[src/sv/ppwm_pkg.sv]
// Package: shared constants, state and control types for the pacing monitor.
`default_nettype none
package ppwm_pkg;

  localparam int TimeBitsDef  = 48;
  localparam int CountBitsDef = 24;
  localparam int UnitW        = 64;
  localparam int CfgIdxW      = 8;

  localparam logic [CfgIdxW-1:0] REG_ENABLE = 8'd0;
  localparam logic [CfgIdxW-1:0] REG_WINDOW = 8'd1;

  localparam logic [23:0] WindowReset  = 24'd1000000;
  localparam logic [29:0] RateScale    = 30'd1000000000;
  localparam logic [31:0] JitterFloor  = 32'd1000;
  localparam logic [31:0] Max32        = 32'hFFFF_FFFF;
  localparam logic [23:0] Max24        = 24'hFF_FFFF;
  localparam logic [47:0] Max48        = 48'hFFFF_FFFF_FFFF;

  typedef enum logic [4:0] {
    S_IDLE, S_IV, S_SQ, S_ACC,
    S_MEAN_LD, S_MEAN_RUN, S_AVSQ_LD, S_AVSQ_RUN, S_MSQ,
    S_SQRT_LD, S_SQRT_RUN, S_RATE_LD, S_RATE_RUN,
    S_ENC_LD, S_ENC_RUN, S_QUAL, S_OUT
  } state_e;

  typedef enum logic [2:0] {
    Q_WARMING = 3'd0,
    Q_GOOD    = 3'd1,
    Q_OK      = 3'd2,
    Q_JITTERY = 3'd3,
    Q_BAD     = 3'd4
  } quality_e;

  typedef struct packed {
    logic start;
    logic sqrt_mode;
  } unit_ctrl_t;

  typedef struct packed {
    logic busy;
  } unit_stat_t;

endpackage
`default_nettype wire

[src/sv/ppwm_step_unit.sv]
// Shared unit: one restoring divide bit or one square-root digit per cycle.
`default_nettype none
module ppwm_step_unit (
  input  wire logic                   clk_i,
  input  wire logic                   rst_ni,
  input  wire ppwm_pkg::unit_ctrl_t   ctrl_i,
  input  wire logic [63:0]            num_i,
  input  wire logic [63:0]            den_i,
  output ppwm_pkg::unit_stat_t        stat_o,
  output logic [63:0]                 res_o
);
  import ppwm_pkg::*;

  logic [UnitW-1:0] rem_q, d_q, v_q, q_q;
  logic [6:0]       cnt_q;
  logic             busy_q, mode_q;
  logic [UnitW:0]   r, trial, diff;
  logic             ge;

  always_comb begin
    if (mode_q) begin
      r     = {rem_q[UnitW-2:0], d_q[UnitW-1:UnitW-2]};
      trial = {q_q[UnitW-2:0], 2'b01};
    end else begin
      r     = {rem_q, d_q[UnitW-1]};
      trial = {1'b0, v_q};
    end
    ge   = (r >= trial);
    diff = r - trial;
  end

  always_ff @(posedge clk_i or negedge rst_ni) begin
    if (!rst_ni) begin
      busy_q <= 1'b0;
      cnt_q  <= '0;
    end else if (ctrl_i.start) begin
      busy_q <= 1'b1;
      cnt_q  <= ctrl_i.sqrt_mode ? 7'd32 : 7'd64;
    end else if (busy_q) begin
      cnt_q <= cnt_q - 7'd1;
      if (cnt_q == 7'd1) begin
        busy_q <= 1'b0;
      end
    end
  end

  always_ff @(posedge clk_i) begin
    if (ctrl_i.start) begin
      rem_q  <= '0;
      d_q    <= num_i;
      v_q    <= den_i;
      q_q    <= '0;
      mode_q <= ctrl_i.sqrt_mode;
    end else if (busy_q) begin
      rem_q <= ge ? diff[UnitW-1:0] : r[UnitW-1:0];
      q_q   <= {q_q[UnitW-2:0], ge};
      d_q   <= mode_q ? {d_q[UnitW-3:0], 2'b00} : {d_q[UnitW-2:0], 1'b0};
    end
  end

  assign stat_o.busy = busy_q;
  assign res_o       = q_q;
endmodule
`default_nettype wire

[config.mk]
export PLATFORM = sky130hd
export DESIGN_NAME = ppwm_step_unit
export DESIGN_NICKNAME = d
export VERILOG_FILES = /design/src/sv/ppwm_pkg.sv /design/src/sv/ppwm_step_unit.sv
export SDC_FILE = /design/constraint.sdc
export NUM_CORES = 1
export LEC_CHECK = 0
export ABC_AREA = 1
export BUFFER_PORTS_ARGS = -buffer_cell sky130_fd_sc_hd__buf_2
export CAP_MARGIN = 10
export CORE_MARGIN = 3
export CORE_UTILIZATION = 60
export CTS_BUF_LIST = sky130_fd_sc_hd__clkbuf_4
export CTS_CLUSTER_DIAMETER = 150
export CTS_CLUSTER_SIZE = 25
export DETAILED_ROUTE_END_ITERATION = 10
export GPL_ROUTABILITY_DRIVEN = 0
export PLACE_DENSITY = 0.82
export SETUP_SLACK_MARGIN = 0.2
export SLEW_MARGIN = 25
export SYNTH_ARGS = -nofsm -noshare
export SYNTH_HDL_FRONTEND = slang
export SYNTH_SLANG_ARGS = --single-unit
[constraint.sdc]
create_clock -name clk_i -period 3.93 [get_ports clk_i]
set_input_delay 0.1965 -clock clk_i [delete_from_list [all_inputs] [get_ports clk_i]]
set_output_delay 0.1965 -clock clk_i [all_outputs]
set_load 0.05 [all_outputs]
* Yosys cells after proc, flatten, opt, wreduce, memory -nomap -nowiden
Cells that the tools add are included.
** Operators by class
- Mux-type cells :: 12
- Eq/ne operators :: 1
- Add/sub/neg operators :: 2
- Reductions and logical operators :: 1
- Magnitude comparators :: 1
** Operators by type and width (count)
- 64-bit 2-to-1 mux :: 4
- 65-bit 2-to-1 mux :: 2
- 65-bit greater-or-equal comparator :: 1
- 64-bit subtractor :: 1
- 7-bit 2-to-1 mux :: 3
- 7-bit by 1-bit equality test with 1-bit output (second input constant) :: 1
- 7-bit by 1-bit subtractor with 7-bit output (second input constant) :: 1
- 1-bit 2-to-1 mux :: 3
- 2-bit nonzero test :: 1
** Storage, ports and cells
- Logic and storage cells :: 24
- Register bits after elaboration :: 265
- Output and inout bits :: 65

* Depth between registers and ports, before layout
- Depth after elaboration :: 4
- Gate-level depth with buffers :: 24
- Gate-level depth less buffers :: 20

* Worst setup path after synthesis
Ideal clock, no wire load.
- Path type :: register to register
- Start :: register busy_q (netlist: stat_o)
- End :: register d_q[0], enable pin
- Data arrival time :: 2.902 ns
- Slack :: 0.574 ns
- Setup time :: 0.454 ns
- Stages on the path, launching flop included :: 4
- Period minus slack after synthesis :: 3.356 ns
- Cells stage by stage :: dfrtp_1 > nor2_1 > inv_1 > clkbuf_1
** Between the ends
- Longest elaborated chain between the ends :: 1
** RTL lines
- start: declaration :: RTL line ppwm_step_unit.sv:16 : logic busy_q, mode_q;
- start signal: assignment :: RTL line ppwm_step_unit.sv:34 : busy_q <= 1'b0;
- start signal: assignment :: RTL line ppwm_step_unit.sv:37 : busy_q <= 1'b1;
- start signal: assignment :: RTL line ppwm_step_unit.sv:42 : busy_q <= 1'b0;
- 2-bit nonzero test (no line)
- end signal: assignment :: RTL line ppwm_step_unit.sv:50 : d_q <= num_i;
- end signal: assignment :: RTL line ppwm_step_unit.sv:57 : d_q <= mode_q ? {d_q[UnitW-3:0], 2'b00} : {d_q[UnitW-2:0], 1'b0};
- end: declaration :: RTL line ppwm_step_unit.sv:14 : logic [UnitW-1:0] rem_q, d_q, v_q, q_q;
Every way passes these cells.
A chain may end at the register's enable or synchronous reset.

* Worst setup path in the final report
- Start :: register mode_q
- End :: register rem_q[32]
** Between the ends
- Longest elaborated chain between the ends :: 3
- Elaborated cells on any way between the ends :: 5
** RTL lines
- start: declaration :: RTL line ppwm_step_unit.sv:16
- start signal: assignment :: RTL line ppwm_step_unit.sv:53 : mode_q <= ctrl_i.sqrt_mode;
- 65-bit 2-to-1 mux :: RTL line ppwm_step_unit.sv:21 : if (mode_q) begin
- 64-bit subtractor / 65-bit greater-or-equal comparator (equally long branches) :: RTL line ppwm_step_unit.sv:29, ppwm_step_unit.sv:28
- 64-bit 2-to-1 mux * :: RTL line ppwm_step_unit.sv:55 : rem_q <= ge ? diff[UnitW-1:0] : r[UnitW-1:0];
- end signal: assignment :: RTL line ppwm_step_unit.sv:55
- end: declaration :: RTL line ppwm_step_unit.sv:14
Every way passes the cells marked *; elsewhere a longest branch is shown, timed or not.

==> out/results.ini <==
[flow_run]
max_cap_violations=0

[setup_path]
endpoint_kind=flop
required_ps=4600
crit_path_cell_trace=clkinv_2 > buf_12 > or2_2 > o21ai_0 > ha_1 > inv_1 > fa_1 > nand3_1 > nand3_2 > nand2_1 > nand2_1 > nand2_1 > nand2_1 > a21oi_1 > xnor2_1 > nand3_1 > nand3_1
path_common_cell=nand2_1
worstPathArrival_ps=4320
cp_slowest_cell=edfxtp_1
max_stage_delay_ps=550
cp.buffers_inverters=3
cp_max_fo=61
critical_path_class=flop to flop
timing.critical_path.max_delay_family=simple AND/OR/NAND/NOR gates
worstSetupStartpointType=flop

[hold_path]
holdCritPathClass=primary input to flop

[sta]
max_freq_mhz=275
setup_violations=0
post-route-period-util=0.927
worstMarginPinSlew_ps=1010
rsz0062_at_grt=true
slew_headroom=0.328
finalHoldViolations=0
period_minus_slack_ps=3640
fin_skew_ps=58.6
fin_ws_ps=287
setup_tns_ps=0
slew_violations=0

[logic_synthesis]
ys_ff_latch=265
syn-num-nets=2834
syn_area_per_cell_um2=6.61
yosys_warnings=0
seq_area_frac_synth=0.381
synth_area_um2=17400
synth.distinct_cells=38
synth_cells=2634

[pwr]
power.density_nw_per_um2=529
ir_drop_uv=351
p_leak_nw=10.3
totalPowerFinal_mw=10.8

[die]
die_area_um2=31100
ioPinCount=197
core-area_um2=28200
die_w_um=176
floorplan.rows=61
die_h_um=176
start_util=0.618

[place]
port_buffers=196
placed_cells=3154
hpwlAfterDp_um=40300
pre_cts_ws_ps=313

[drt]
vias=19000
ant_nets=0
wl_um=58900
route.detailed.drc=0
drt-wirelength-per-cell_um=17.8
drtIter0Drc=2704
drt-pass1-iter-count=7
vias_per_cell=5.73

[finish]
final_nets=3125
final_cell_mix=nand2_1 (922), inv_1 (409), buf_2 (195), a21oi_1 (180), nand3_1 (176)
final_cells=3314
syn_to_final_growth_pct=17.2
drive_above_1_share=0.106
mostFrequentLayoutCell=nand2_1

[global_route]
overflow=0
grt_max_degree=82
grt_usage=0.367
grt_first_pass_wirelength_um=91800
grt_antenna_before_repair=4
grt_pass1_vias=17600

[run_status]
outcome=finished clean

[clock_network]
clock_path_buffers=3
clk_latency_ps=730
clock-sinks=265
cts_tree=built
clkTransAtPathRegs_ps=270
numCtsBuffers=14
cts-root-buf=clkbuf_4
h-tree-depth=1

[sequential cells by signal (all words and copies together) (netlist names)]
name	cells
d_q	64
rem_q	64
res_o	64
v_q	64
cnt_q	7
mode_q	1
stat_o	1
[per-stage QoR]
step	hold WS, ps	cell area (um^2)	util
4_1_cts	115	20400	0.723
6_report	153	20400	0.725
2_1_floorplan	-99.1	17400	-
3_5_place_dp	51.2	18900	0.670
3_3_place_gp	52.0	18800	0.669
5_1_grt	129	20400	0.725
[final cells by class]
type / instances / area [um^2]
multi-input cells: 1846 / 8760
fillers: 2115 / 7750
repair buffers: 373 / 2760
clock inverters: 2 / 13.8
clock buffers: 22 / 165
diodes: 3 / 7.51
inverters: 425 / 1600
well taps: 378 / 473
flip-flops and latches: 265 / 6640
[timing repair]
action                                 4_1_cts  5_1_grt
setup endpoints to repair                    0       30
hold buffers                               132        0
endpoints found under the hold margin      152        0
resized for setup                            0        5
setup buffers                                0        1
[metal layers]
metal  wire, um  GRT usage  up-vias  part of all wire
li1           -          -     8937                 -
met4       2370      0.119        2             0.040
met5         11          0        -           0.00019
met2      26200      0.587     1336              0.45
met1      22400      0.497     8493              0.38
met3       7920     0.0817      233              0.13
[cells in the mapped netlist]
cell type / number / share of area
buf_6: 9 / 0.0058
and2_0: 1 / 0.00036
clkbuf_1: 69 / 0.015
o21bai_1: 7 / 0.0030
nor2_1: 172 / 0.037
ha_1: 67 / 0.048
clkinv_1: 1 / 0.00022
nand3_2: 2 / 0.0011
nor4_1: 2 / 0.00072
buf_2: 4 / 0.0011
nand3b_1: 8 / 0.0034
nor2_2: 6 / 0.0022
xor2_1: 31 / 0.016
a21oi_2: 2 / 0.0010
dfxtp_1: 128 / 0.15
nand4_1: 16 / 0.0057
fa_1: 1 / 0.0011
o21ai_1: 2 / 0.00057
a21oi_1: 180 / 0.052
nor3_1: 11 / 0.0032
or2_2: 3 / 0.0011
nand2_4: 2 / 0.0013
nor3b_1: 1 / 0.00043
o22ai_1: 63 / 0.023
nand3_1: 177 / 0.051
o21ai_0: 151 / 0.043
nor2_4: 5 / 0.0032
and2_1: 4 / 0.0014
inv_1: 413 / 0.089
dfrtp_1: 8 / 0.011
inv_2: 11 / 0.0024
buf_8: 1 / 0.00086
nand2_1: 924 / 0.20
xnor2_1: 1 / 0.00050
nand2_2: 6 / 0.0022
a31oi_1: 1 / 0.00036
buf_1: 15 / 0.0032
edfxtp_1: 129 / 0.22
[where the power goes]
| part | switching [mW] | internal (mW) |
|---|---|---|
| clock | 0.850 | 0.259 |
| combinational | 4.09 | 1.99 |
| sequential | 0.270 | 3.34 |
[cells by family after synthesis]
| group | Yosys count | synth area share |
|---|---|---|
| flip-flops | 265 | 0.381 |
| AND/OR/NAND/NOR | 1340 | 0.313 |
| XOR/XNOR | 32 | 0.0161 |
| buffers and inverters | 523 | 0.118 |
| adder cells (fa/ha/maj) | 68 | 0.0493 |
| AO/OA/AOI/OAI | 406 | 0.123 |
[worst reg2reg max path, cell delays in order (launching register included)]
cell	delay, ps
edfxtp_1	550
clkinv_2	150
buf_12	220
or2_2	320
o21ai_0	110
ha_1	200
inv_1	90
fa_1	460
nand3_1	130
nand3_2	150
nand2_1	100
nand2_1	130
nand2_1	90
nand2_1	170
a21oi_1	380
xnor2_1	190
nand3_1	90
nand3_1	100
[worst paths after layout]
path / from / end / slack (ps) / cells past startpoint
min in group asynchronous: rst_ni / cnt_q[5] / 450 / 3
max in group asynchronous: rst_ni / stat_o / 3210 / 3
min reg2reg: rem_q[61] / rem_q[61] / 480 / 2
max reg2reg: mode_q / rem_q[32] / 290 / 17
max: mode_q / rem_q[32] / 290 / 17
min: den_i[16] / v_q[16] / 150 / 2
No activity file was read; power rests on OpenSTA's default activity.
